[src/rtl/oss_pkg.sv]
// Package for the ordered sequence store: widths, codes and item types.
`timescale 1ns / 1ps
`default_nettype none
package oss_pkg;

  localparam int CAPACITY = 16;
  localparam int IDX_W    = $clog2(CAPACITY);
  localparam int CNT_W    = $clog2(CAPACITY + 1);
  localparam int POS_W    = 5;
  localparam int OP_W     = 3;
  localparam int ST_W     = 3;
  localparam int VAL_W    = 32;

  localparam logic [OP_W-1:0] OP_APPEND      = 3'd0;
  localparam logic [OP_W-1:0] OP_REMOVE_LAST = 3'd1;
  localparam logic [OP_W-1:0] OP_INSERT_AT   = 3'd2;
  localparam logic [OP_W-1:0] OP_REMOVE_AT   = 3'd3;
  localparam logic [OP_W-1:0] OP_REMOVE_VAL  = 3'd4;
  localparam logic [OP_W-1:0] OP_FIND        = 3'd5;
  localparam logic [OP_W-1:0] OP_READ_AT     = 3'd6;

  localparam logic [ST_W-1:0] ST_OK       = 3'd0;
  localparam logic [ST_W-1:0] ST_EMPTY    = 3'd1;
  localparam logic [ST_W-1:0] ST_BADPOS   = 3'd2;
  localparam logic [ST_W-1:0] ST_NOTFOUND = 3'd3;
  localparam logic [ST_W-1:0] ST_FULL     = 3'd4;

  typedef struct packed {
    logic [OP_W-1:0]         opcode;
    logic signed [VAL_W-1:0] value;
    logic [POS_W-1:0]        position;
  } req_t;

  typedef struct packed {
    logic [ST_W-1:0]         status;
    logic [3:0]              found_index;
    logic signed [VAL_W-1:0] read_value;
    logic [4:0]              count;
  } rsp_t;

  typedef struct packed {
    logic load_req;
    logic exec;
  } ctrl_cmd_t;

  typedef struct packed {
    logic       busy;
    logic [4:0] count;
  } dp_status_t;

endpackage
`default_nettype wire

[src/rtl/oss_ctrl.sv]
// Controller for the ordered sequence store: request state and result handshake.
`timescale 1ns / 1ps
`default_nettype none
module oss_ctrl (
  input  wire logic                clk_i,
  input  wire logic                rst_ni,
  input  wire logic                in_valid_i,
  output logic                     in_stall_o,
  output logic                     out_valid_o,
  input  wire logic                out_stall_i,
  input  wire oss_pkg::dp_status_t dp_status_i,
  output oss_pkg::ctrl_cmd_t       cmd_o
);
  import oss_pkg::*;

  localparam logic S_IDLE = 1'b0;
  localparam logic S_EXEC = 1'b1;

  logic state_q, state_d;
  logic out_valid_q, out_valid_d;
  logic exec;

  // dp_status_i.busy mirrors an outstanding request held in the datapath
  assign exec = (state_q == S_EXEC) && dp_status_i.busy && (!out_valid_q || !out_stall_i);

  always_comb begin
    state_d = state_q;
    case (state_q)
      S_IDLE: begin
        if (in_valid_i) state_d = S_EXEC;
      end
      S_EXEC: begin
        if (exec) state_d = S_IDLE;
      end
      default: state_d = S_IDLE;
    endcase
  end

  assign out_valid_d = exec | (out_valid_q & out_stall_i);

  always_ff @(posedge clk_i or negedge rst_ni) begin
    if (!rst_ni) begin
      state_q     <= S_IDLE;
      out_valid_q <= 1'b0;
    end else begin
      state_q     <= state_d;
      out_valid_q <= out_valid_d;
    end
  end

  assign in_stall_o     = (state_q != S_IDLE);
  assign out_valid_o    = out_valid_q;
  assign cmd_o.load_req = (state_q == S_IDLE) && in_valid_i;
  assign cmd_o.exec     = exec;

endmodule
`default_nettype wire

[src/rtl/oss_dp.sv]
// Datapath for the ordered sequence store: value cells, count, match and shift logic.
`timescale 1ns / 1ps
`default_nettype none
module oss_dp (
  input  wire logic               clk_i,
  input  wire logic               rst_ni,
  input  wire oss_pkg::ctrl_cmd_t cmd_i,
  input  wire oss_pkg::req_t      req_i,
  output oss_pkg::dp_status_t     status_o,
  output oss_pkg::rsp_t           rsp_o
);
  import oss_pkg::*;

  req_t                    req_q;
  rsp_t                    rsp_q, rsp_d;
  logic                    busy_q;
  logic [CNT_W-1:0]        count_q, count_d;
  logic signed [VAL_W-1:0] cells_q [CAPACITY];
  logic signed [VAL_W-1:0] cells_d [CAPACITY];
  logic signed [VAL_W-1:0] ins_src [CAPACITY];
  logic signed [VAL_W-1:0] rem_src [CAPACITY];

  logic                    hit;
  logic [IDX_W-1:0]        hit_idx;
  logic [IDX_W-1:0]        rd_addr;
  logic signed [VAL_W-1:0] rd_val;
  logic                    ins_en, rem_en;
  logic [POS_W-1:0]        ins_pos, rem_pos;
  logic [POS_W-1:0]        n_pos;

  assign n_pos = POS_W'(count_q);

  always_comb begin
    hit     = 1'b0;
    hit_idx = '0;
    for (int i = CAPACITY - 1; i >= 0; i--) begin
      if ((CNT_W'(i) < count_q) && (cells_q[i] == req_q.value)) begin
        hit     = 1'b1;
        hit_idx = IDX_W'(i);
      end
    end
  end

  always_comb begin
    ins_src[0] = req_q.value;
    for (int i = 1; i < CAPACITY; i++) ins_src[i] = cells_q[i-1];
    for (int i = 0; i < CAPACITY - 1; i++) rem_src[i] = cells_q[i+1];
    rem_src[CAPACITY-1] = cells_q[CAPACITY-1];
  end

  assign rd_addr = (req_q.opcode == OP_REMOVE_LAST) ? IDX_W'(count_q - CNT_W'(1))
                                                    : req_q.position[IDX_W-1:0];
  assign rd_val  = cells_q[rd_addr];

  always_comb begin
    rsp_d             = '0;
    rsp_d.status      = ST_OK;
    count_d           = count_q;
    ins_en            = 1'b0;
    rem_en            = 1'b0;
    ins_pos           = req_q.position;
    rem_pos           = req_q.position;
    case (req_q.opcode)
      OP_APPEND: begin
        ins_pos = n_pos;
        if (count_q >= CNT_W'(CAPACITY)) begin
          rsp_d.status = ST_FULL;
        end else begin
          ins_en  = 1'b1;
          count_d = count_q + CNT_W'(1);
        end
      end
      OP_REMOVE_LAST: begin
        if (count_q == '0) begin
          rsp_d.status = ST_EMPTY;
        end else begin
          rsp_d.read_value = rd_val;
          count_d          = count_q - CNT_W'(1);
        end
      end
      OP_INSERT_AT: begin
        if (req_q.position > n_pos) begin
          rsp_d.status = ST_BADPOS;
        end else if (count_q >= CNT_W'(CAPACITY)) begin
          rsp_d.status = ST_FULL;
        end else begin
          ins_en  = 1'b1;
          count_d = count_q + CNT_W'(1);
        end
      end
      OP_REMOVE_AT: begin
        if (count_q == '0) begin
          rsp_d.status = ST_EMPTY;
        end else if (req_q.position >= n_pos) begin
          rsp_d.status = ST_BADPOS;
        end else begin
          rsp_d.read_value = rd_val;
          rem_en           = 1'b1;
          count_d          = count_q - CNT_W'(1);
        end
      end
      OP_REMOVE_VAL: begin
        rem_pos = POS_W'(hit_idx);
        if (hit) begin
          rsp_d.found_index = 4'(hit_idx);
          rsp_d.read_value  = req_q.value;
          rem_en            = 1'b1;
          count_d           = count_q - CNT_W'(1);
        end else begin
          rsp_d.status = ST_NOTFOUND;
        end
      end
      OP_FIND: begin
        if (hit) begin
          rsp_d.found_index = 4'(hit_idx);
          rsp_d.read_value  = req_q.value;
        end else begin
          rsp_d.status = ST_NOTFOUND;
        end
      end
      OP_READ_AT: begin
        if (req_q.position >= n_pos) rsp_d.status = ST_BADPOS;
        else rsp_d.read_value = rd_val;
      end
      default: ;
    endcase
    rsp_d.count = 5'(count_d);
  end

  always_comb begin
    for (int i = 0; i < CAPACITY; i++) begin
      cells_d[i] = cells_q[i];
      if (ins_en) begin
        if (POS_W'(i) == ins_pos) cells_d[i] = req_q.value;
        else if (POS_W'(i) > ins_pos) cells_d[i] = ins_src[i];
      end else if (rem_en) begin
        if (POS_W'(i) >= rem_pos) cells_d[i] = rem_src[i];
      end
    end
  end

  always_ff @(posedge clk_i or negedge rst_ni) begin
    if (!rst_ni) begin
      busy_q  <= 1'b0;
      count_q <= '0;
    end else begin
      if (cmd_i.load_req) busy_q <= 1'b1;
      else if (cmd_i.exec) busy_q <= 1'b0;
      if (cmd_i.exec) count_q <= count_d;
    end
  end

  always_ff @(posedge clk_i) begin
    if (cmd_i.load_req) req_q <= req_i;
    if (cmd_i.exec) begin
      rsp_q   <= rsp_d;
      cells_q <= cells_d;
    end
  end

  assign status_o.busy  = busy_q;
  assign status_o.count = 5'(count_q);
  assign rsp_o          = rsp_q;

endmodule
`default_nettype wire

[src/rtl/ordered_sequence_store_top.sv]
// Top level of the ordered sequence store: controller and datapath.
// The request register loads when an item is accepted and the result register when the
// request executes, which waits while an earlier result is still held by out_stall_i.
// A new item waits until the last has executed; the cell compare and shift is combinational.
// A waiting result holds off the next execute, not the next accept.
// Reset clears the count and handshake state; value cells are not cleared.
`timescale 1ns / 1ps
`default_nettype none
module ordered_sequence_store_top (
  input  wire logic           clk_i,
  input  wire logic           rst_ni,
  input  wire logic           in_valid_i,
  output logic                in_stall_o,
  input  wire oss_pkg::req_t  in_item_i,
  output logic                out_valid_o,
  input  wire logic           out_stall_i,
  output oss_pkg::rsp_t       out_item_o
);
  import oss_pkg::*;

  ctrl_cmd_t  cmd;
  dp_status_t dp_status;

  oss_ctrl u_ctrl (
    .clk_i       (clk_i),
    .rst_ni      (rst_ni),
    .in_valid_i  (in_valid_i),
    .in_stall_o  (in_stall_o),
    .out_valid_o (out_valid_o),
    .out_stall_i (out_stall_i),
    .dp_status_i (dp_status),
    .cmd_o       (cmd)
  );

  oss_dp u_dp (
    .clk_i    (clk_i),
    .rst_ni   (rst_ni),
    .cmd_i    (cmd),
    .req_i    (in_item_i),
    .status_o (dp_status),
    .rsp_o    (out_item_o)
  );

`ifndef SYNTHESIS
  a_one_at_a_time: assert property (@(posedge clk_i) disable iff (!rst_ni)
    (in_valid_i && !in_stall_o) |=> in_stall_o)
    else $error("item accepted while another is in progress");

  a_count_bound: assert property (@(posedge clk_i) disable iff (!rst_ni)
    dp_status.count <= 5'(CAPACITY))
    else $error("count above capacity");

  a_result_after_exec: assert property (@(posedge clk_i) disable iff (!rst_ni)
    $rose(out_valid_o) |-> $past(in_stall_o))
    else $error("result offered without a request in progress");

  a_result_count: assert property (@(posedge clk_i) disable iff (!rst_ni)
    $rose(out_valid_o) |-> (out_item_o.count == dp_status.count))
    else $error("result count differs from stored count");
`endif

endmodule
`default_nettype wire
[config.mk]
export PLATFORM = sky130hd
export DESIGN_NAME = ordered_sequence_store_top
export DESIGN_NICKNAME = d
export VERILOG_FILES = /design/src/rtl/oss_pkg.sv /design/src/rtl/oss_ctrl.sv /design/src/rtl/oss_dp.sv /design/src/rtl/ordered_sequence_store_top.sv
export SDC_FILE = /design/constraint.sdc
export NUM_CORES = 2
export LEC_CHECK = 0
export BUFFER_PORTS_ARGS = -buffer_cell sky130_fd_sc_hd__clkbuf_2
export CORE_ASPECT_RATIO = 2
export CORE_MARGIN = 8
export CORE_UTILIZATION = 64
export DETAILED_ROUTE_END_ITERATION = 10
export PLACE_DENSITY = 0.9
export REMOVE_ABC_BUFFERS = 1
export SKIP_LAST_GASP = 1
export SLEW_MARGIN = 20
export SYNTH_ARGS = -nofsm -noshare
export SYNTH_HDL_FRONTEND = slang
export SYNTH_SLANG_ARGS = --single-unit
[constraint.sdc]
create_clock -name clk_i -period 8 [get_ports clk_i]
set_input_delay 0 -clock clk_i [delete_from_list [all_inputs] [get_ports clk_i]]
set_output_delay 0 -clock clk_i [all_outputs]
set_load 0.03 [all_outputs]
Yosys cells after proc, flatten, opt, wreduce, memory -nomap -nowiden
Index checks and enable logic that the tools add are counted.
Storage, ports and cells
  register bits after elaboration: 604
  bits of input ports: 44
  output and inout bits: 46
  word-level logic and storage cells: 343
Operators by class
  add/sub/neg operators: 2
  magnitude comparators: 51
  equality and inequality tests: 52
  mux-type cells: 146
  bitwise gates (word level): 4
  reduce and logical (&&, ||, !) cells: 61
Operators by type and width (number)
  32-bit two-way mux: 83
  32-bit equality test: 16
  32-bit binary-select mux with 4-bit select: 1
  32-bit one-hot mux with 4 select lines: 1
  4-bit two-way mux: 17
  4-bit AND reduction: 15
  3-bit != test, second input constant: 15
  4-bit by 5-bit equality test with 1-bit output, first input constant: 8
  4-bit by 5-bit > comparator with 1-bit output, first input constant: 8
  4-bit by 5-bit < comparator with 1-bit output, first input constant: 8
  5-bit two-way mux: 8
  2-bit nonzero test: 18
  4-bit by 5-bit >= comparator with 1-bit output, first input constant: 7
  1-bit two-way mux: 26
  5-bit one-hot mux with 5 select lines: 1
  3-bit by 5-bit equality test with 1-bit output, first input constant: 4
  3-bit by 5-bit >= comparator with 1-bit output, first input constant: 4
  3-bit by 5-bit > comparator with 1-bit output, first input constant: 4
  3-bit by 5-bit < comparator with 1-bit output, first input constant: 4
  1-bit logical AND: 19
  3-bit one-hot mux with 6 select lines: 1
  2-bit by 5-bit equality test with 1-bit output, first input constant: 2
  1-bit by 5-bit >= comparator with 1-bit output, first input constant: 2
  2-bit by 5-bit >= comparator with 1-bit output, first input constant: 2
  other kinds (27): 42

Logic depth before layout (Yosys ltp)
  depth after elaboration: 23
  gate-level depth with buffers: 16
  depth with buffers taken out: 13

Modules after synthesis
Synthesis repeated with hierarchy kept, for this count alone.
Second synthesis, totals
  cell total of the unflattened synthesis: 3924
  area total of the unflattened synthesis: 41593.6 um2
By module, submodules not included
  oss_dp: instances 1, cells an instance 3914, area an instance 41501.1 um2
  oss_ctrl: instances 1, cells an instance 10, area an instance 92.6 um2

Worst setup path before layout
No wires, ideal clock.
  kind: flip-flop to flip-flop
  start: register u_dp.count_q[3]
  end: register u_dp.cells_q[320] (netlist name), enable pin
  data arrival time: 5.548 ns
  path slack: 1.978 ns
  cell stages (with the launch flop): 15
  path buffers: 4
  path through: dfrtp_1 > buf_2 > clkbuf_1 > inv_1 > ha_1 > a21o_1 > a21oi_1 > o21ai_1 > o211a_1 > nor3_1 > nand2_1 > clkbuf_1 > clkbuf_1 > and2_1 > a221oi_1
Between the ends
  word-level cells in the longest chain between the ends: 22
  elaborated cells on any way between the ends: 84
  classes of those cells: 21 x order compare; 2 x eq/ne; 41 x mux; 20 x reduce/logical
RTL lines
  start, declared: RTL line oss_dp.sv:17  | logic [CNT_W-1:0] count_q, count_d;
  start signal, assigned: RTL line oss_dp.sv:149  | if (cmd_i.exec) count_q <= count_d;
  4-bit by 5-bit < comparator with 1-bit output: RTL line oss_dp.sv:37  | if ((CNT_W'(i) < count_q) && (cells_q[i] == req_q.value)) begin
  1-bit logical AND: RTL line oss_dp.sv:37
  4-bit two-way mux or 1-bit two-way mux (tied branches) (16 in series): RTL line oss_dp.sv:37
  5-bit two-way mux or 1-bit two-way mux (tied branches): RTL line oss_dp.sv:63, oss_dp.sv:104
  3-bit by 5-bit >= comparator with 1-bit output or 1-bit one-hot mux with 2 select lines (tied branches): RTL line oss_dp.sv:137, oss_dp.sv:63
  2-bit nonzero test (no source line)
  4-bit AND reduction (no source line) (*)
  end signal, assigned: RTL line oss_dp.sv:157  | cells_q <= cells_d;
  end, declared: RTL line oss_dp.sv:18  | logic signed [VAL_W-1:0] cells_q [CAPACITY];
Every way passes the cells marked *; elsewhere a longest branch is shown, timed or not.
A chain may end at the register's enable or synchronous reset.

Worst setup path in the final report
  start: register u_dp.req_q (netlist bit u_dp.ins_src[489])
  end: register u_dp.cells_q[120] (netlist name), enable pin
Between the ends
  word-level cells in the longest chain between the ends: 22
  elaborated cells on any way between the ends: 71
  classes of those cells: 1 x order compare; 16 x eq/ne; 35 x mux; 19 x reduce/logical
RTL lines
  start, declared: RTL line oss_dp.sv:14  | req_t req_q;
  start signal, assigned: RTL line oss_dp.sv:154  | if (cmd_i.load_req) req_q <= req_i;
  32-bit equality test: RTL line oss_dp.sv:37
  1-bit logical AND: RTL line oss_dp.sv:37
  4-bit two-way mux or 1-bit two-way mux (tied branches) (16 in series): RTL line oss_dp.sv:37
  5-bit two-way mux or 1-bit two-way mux (tied branches): RTL line oss_dp.sv:63, oss_dp.sv:104
  4-bit by 5-bit >= comparator with 1-bit output or 1-bit one-hot mux with 2 select lines (tied branches): RTL line oss_dp.sv:137, oss_dp.sv:63
  2-bit nonzero test (no source line)
  4-bit AND reduction (no source line) (*)
Marked as above.

==> impl_metrics.ini <==
[global_routing]
grt_pass1_wl_microns = 245000
grt_util_all_layers_pct = 46.3
grt_overflow_total = 0
first_global_vias = 33800
antenna_found_initial = 7
grt_start_max_net_pins = 261

[floorplan]
num_rows = 132
dieArea_sq_um = 74200
pin_count = 90
initial_core_util_pct = 64.6
die_y_microns = 377
chipWidth_microns = 197
core_area_sq_um = 64700

[timing]
maxSlewHeadroom_pct = 17.0
fin_setup_tns_ns = 0
setup_viol_count_final = 0
skew_ns = 0.0440
drv_slew = 0
post-route-min-period_ns = 5.66
worst_slew_pin_slew_ns = 1.24
finalCritPeriodShare_pct = 70.8
rsz0062_at_grt = false
max_freq_ghz = 0.177
hold_viol = 0
holdWs_ns = 0.00903

[finish]
fin_cells = 4810
nets = 3940
area_delta_synth_final_pct = 7.66
fill_cells = 4801
drive_above_1_share_pct = 13.0
multiInputGateArea_sq_um = 22400
design_area_sq_um = 45000
register_area_sq_um = 18100

[placed_design]
placed_cell_area_sq_um = 42700
gp_congestion = 1.18
dpl.cell_count = 4656
io_buffers = 89
place_hpwl_microns = 117000

[yosys]
yosys_register_bits = 604
synth-seq-area-share_pct = 43.3
syn-instance-count = 3960
syn_area_sq_um = 41800
async_flop_share_pct = 1.32
ys_types = 74
ys_warn_count = 0
syn_avg_cell_area_sq_um = 10.6
synth-edff-count = 596
yosys_most_used_dff = edfxtp_1

[worst_setup_path]
cp.buffers_inverters = 2
critPathCaptureType = flop
path_delay_family = compound AO/OA/AOI/OAI gates
cp_max_fo = 32
critPathKind = flop to flop
start_kind = flop
worstPathCellList = buf_4 > xor2_1 > nor4_1 > nand4_1 > nor4_1 > o21a_1 > o221ai_1 > a311oi_1 > o211ai_1 > o31ai_1 > nand2_1 > a21oi_4 > buf_4
cpMaxStageDelayCell = edfxtp_1
max_stage_delay_ns = 1.04
crit_required_ns = 8.33
critical_path_arrival_ns = 5.99

[worst_hold_path]
hp-class = primary input to flop

[clock_tree]
clockBufferDepth = 3
cts.sinks = 604
clk_latency_ns = 0.72
cts_buffers = 56
htreeDepth = 2
cts_root_buf = clkbuf_16
clk_pin_slew_ns = 0.07
cts_tree = done

[run]
drv_cap = 0

[drt]
vias_per_cell = 7.37
drc_errors = 0
first_pass_iters = 8
wl_per_cell_microns = 35.9
wirelength_microns = 172000
antenna_left = 0
drt-initial-drc-count = 5833
via_count = 35500

[pwr]
finalPower_mw = 11.4
power_density_nw_per_um2 = 254
ir_worst_vdd_mv = 0.350
power.leakage_nw = 16.9

[run_status]
status = completed
## worst register-to-register path: stages, from the launching register on
cell and delay, ns:
edfxtp_1 1.04, buf_4 0.51, xor2_1 0.18, nor4_1 0.31, nand4_1 0.13, nor4_1 0.45
o21a_1 0.18, o221ai_1 0.20, a311oi_1 0.77, o211ai_1 0.39, o31ai_1 0.23, nand2_1 0.17
a21oi_4 0.20, buf_4 0.50
## sequential cells by signal (all words and copies together), names as in the netlist
register            count
u_ctrl.in_stall_o       1
u_dp.busy_q             1
u_dp.cells_q          512
u_dp.req_q              8
u_ctrl.out_valid_o      1
u_dp.ins_src           32
u_dp.count_q            5
u_dp.rsp_o             44
## per-layer routing
| metal | vias to the layer above | wire length, microns | GRT usage, % |
|---|---|---|---|
| met5 | - | 11 | 0.198 |
| met4 | 2 | 23700 | 47.5 |
| met3 | 1081 | 20400 | 14.4 |
| met2 | 3200 | 77400 | 71.6 |
| met1 | 16800 | 50900 | 48.5 |
| li1 | 14400 | - | - |
## cell usage in the layout (no fill, tap or decap), types with 7 or more instances in the layout
master / Yosys / routed
nand2_1: 718 / 711
edfxtp_1: 596 / 596
mux2i_1: 483 / 483
o21ai_1: 275 / 275
xnor2_1: 275 / 271
xor2_1: 252 / 249
o21ai_0: 191 / 190
mux4_2: 128 / 128
nor4_1: 121 / 118
nand4_1: 103 / 103
clkbuf_2: 0 / 89
buf_4: 24 / 78
mux2_2: 66 / 66
nor2_1: 68 / 60
clkbuf_16: 0 / 56
dlygate4sd3_1: 0 / 44
o211ai_1: 38 / 38
nor3_1: 41 / 37
nand3_1: 27 / 26
a21oi_1: 29 / 24
inv_1: 17 / 16
and3_1: 12 / 12
nand2b_1: 11 / 11
clkbuf_1: 180 / 11
clkinv_1: 0 / 11
nor2b_1: 11 / 10
or4_1: 10 / 10
nand4b_1: 9 / 9
ha_1: 9 / 9
and4_1: 8 / 8
clkinv_2: 0 / 8
dfrtp_1: 8 / 8
diode_2: 0 / 7
nor3_2: 3 / 7
nor2_4: 0 / 7
o21a_1: 7 / 7
clkinvlp_4: 0 / 7
## worst paths after layout
kind                       cells past startpoint           endpoint               from  slack (ns)
min                                            2  u_dp.ins_src[490]      in_item_i[15]       0.009
min in group asynchronous                      3    u_dp.count_q[3]             rst_ni        0.34
max in group asynchronous                      3  u_ctrl.in_stall_o             rst_ni        7.33
max reg2reg                                   13  u_dp.cells_q[120]  u_dp.ins_src[489]        2.34
max                                           13  u_dp.cells_q[120]  u_dp.ins_src[489]        2.34
min reg2reg                                    1        u_dp.busy_q        u_dp.busy_q        0.51
## layout make-up
cell class,instances,share of cell area (%)
Multi-Input combinational cell,2991,49.7
Inverter,18,0.150
Clock inverter,36,0.762
Timing Repair Buffer,216,3.47
Sequential cell,604,40.2
Clock buffer,67,3.21
Antenna cell,7,0.0389
Tap cell,871,2.42
## what timing repair did
item | CTS | global route
setup buffers | 0 | 0
hold buffers | 44 | 0
hold endpoints to repair | 51 | 0
endpoints found under the setup margin | 0 | 0
resized for setup | 0 | 0
## synth_stat cells (all sizes together) (9+ instances only)
library cell,instances,share of area [%]
edfxtp,596,43
nor2b,11,0.16
mux2i,483,12
or4,11,0.21
clkbuf,180,1.6
inv,18,0.16
nor4,124,1.9
mux2,66,1.8
nor2,68,0.61
nand4,103,1.5
nand2,718,6.4
and3,12,0.18
o211ai,38,0.68
nor3,44,0.56
nand4b,9,0.19
nand2b,11,0.16
nand3,28,0.35
buf,167,2.3
mux4,128,6.9
xnor2,275,5.8
o21ai,467,5.6
ha,9,0.27
xor2,252,5.3
a21oi,30,0.37
## power by group
part	leakage (nW)	switching, mW	total, mW	internal (mW)
Sequential	5.50	0.357	4.28	3.92
Combinational	10.6	3.05	4.39	1.35
Clock	0.850	1.32	2.77	1.45
## logic make-up (layout without fill, tap and decap cells)
kind of cell	Yosys count	in the layout	synth area share, %
compound gates	600	600	7.98
simple gates	1178	1178	13.1
other cells	0	7	0
flops	604	604	43.3
mux	677	677	20.2
buf+inv	365	337	4.04
fa+ha+maj	9	9	0.269
xor+xnor	527	527	11.0
## per-stage QoR
step	util, %	setup slack (ns)
finish	69.5	2.34
global route	69.5	2.24
CTS	69.3	2.70
detailed placement	65.9	2.72
global placement	65.9	2.78
floorplan	-	-16.63
No activity file was read; power rests on OpenSTA's default activity.
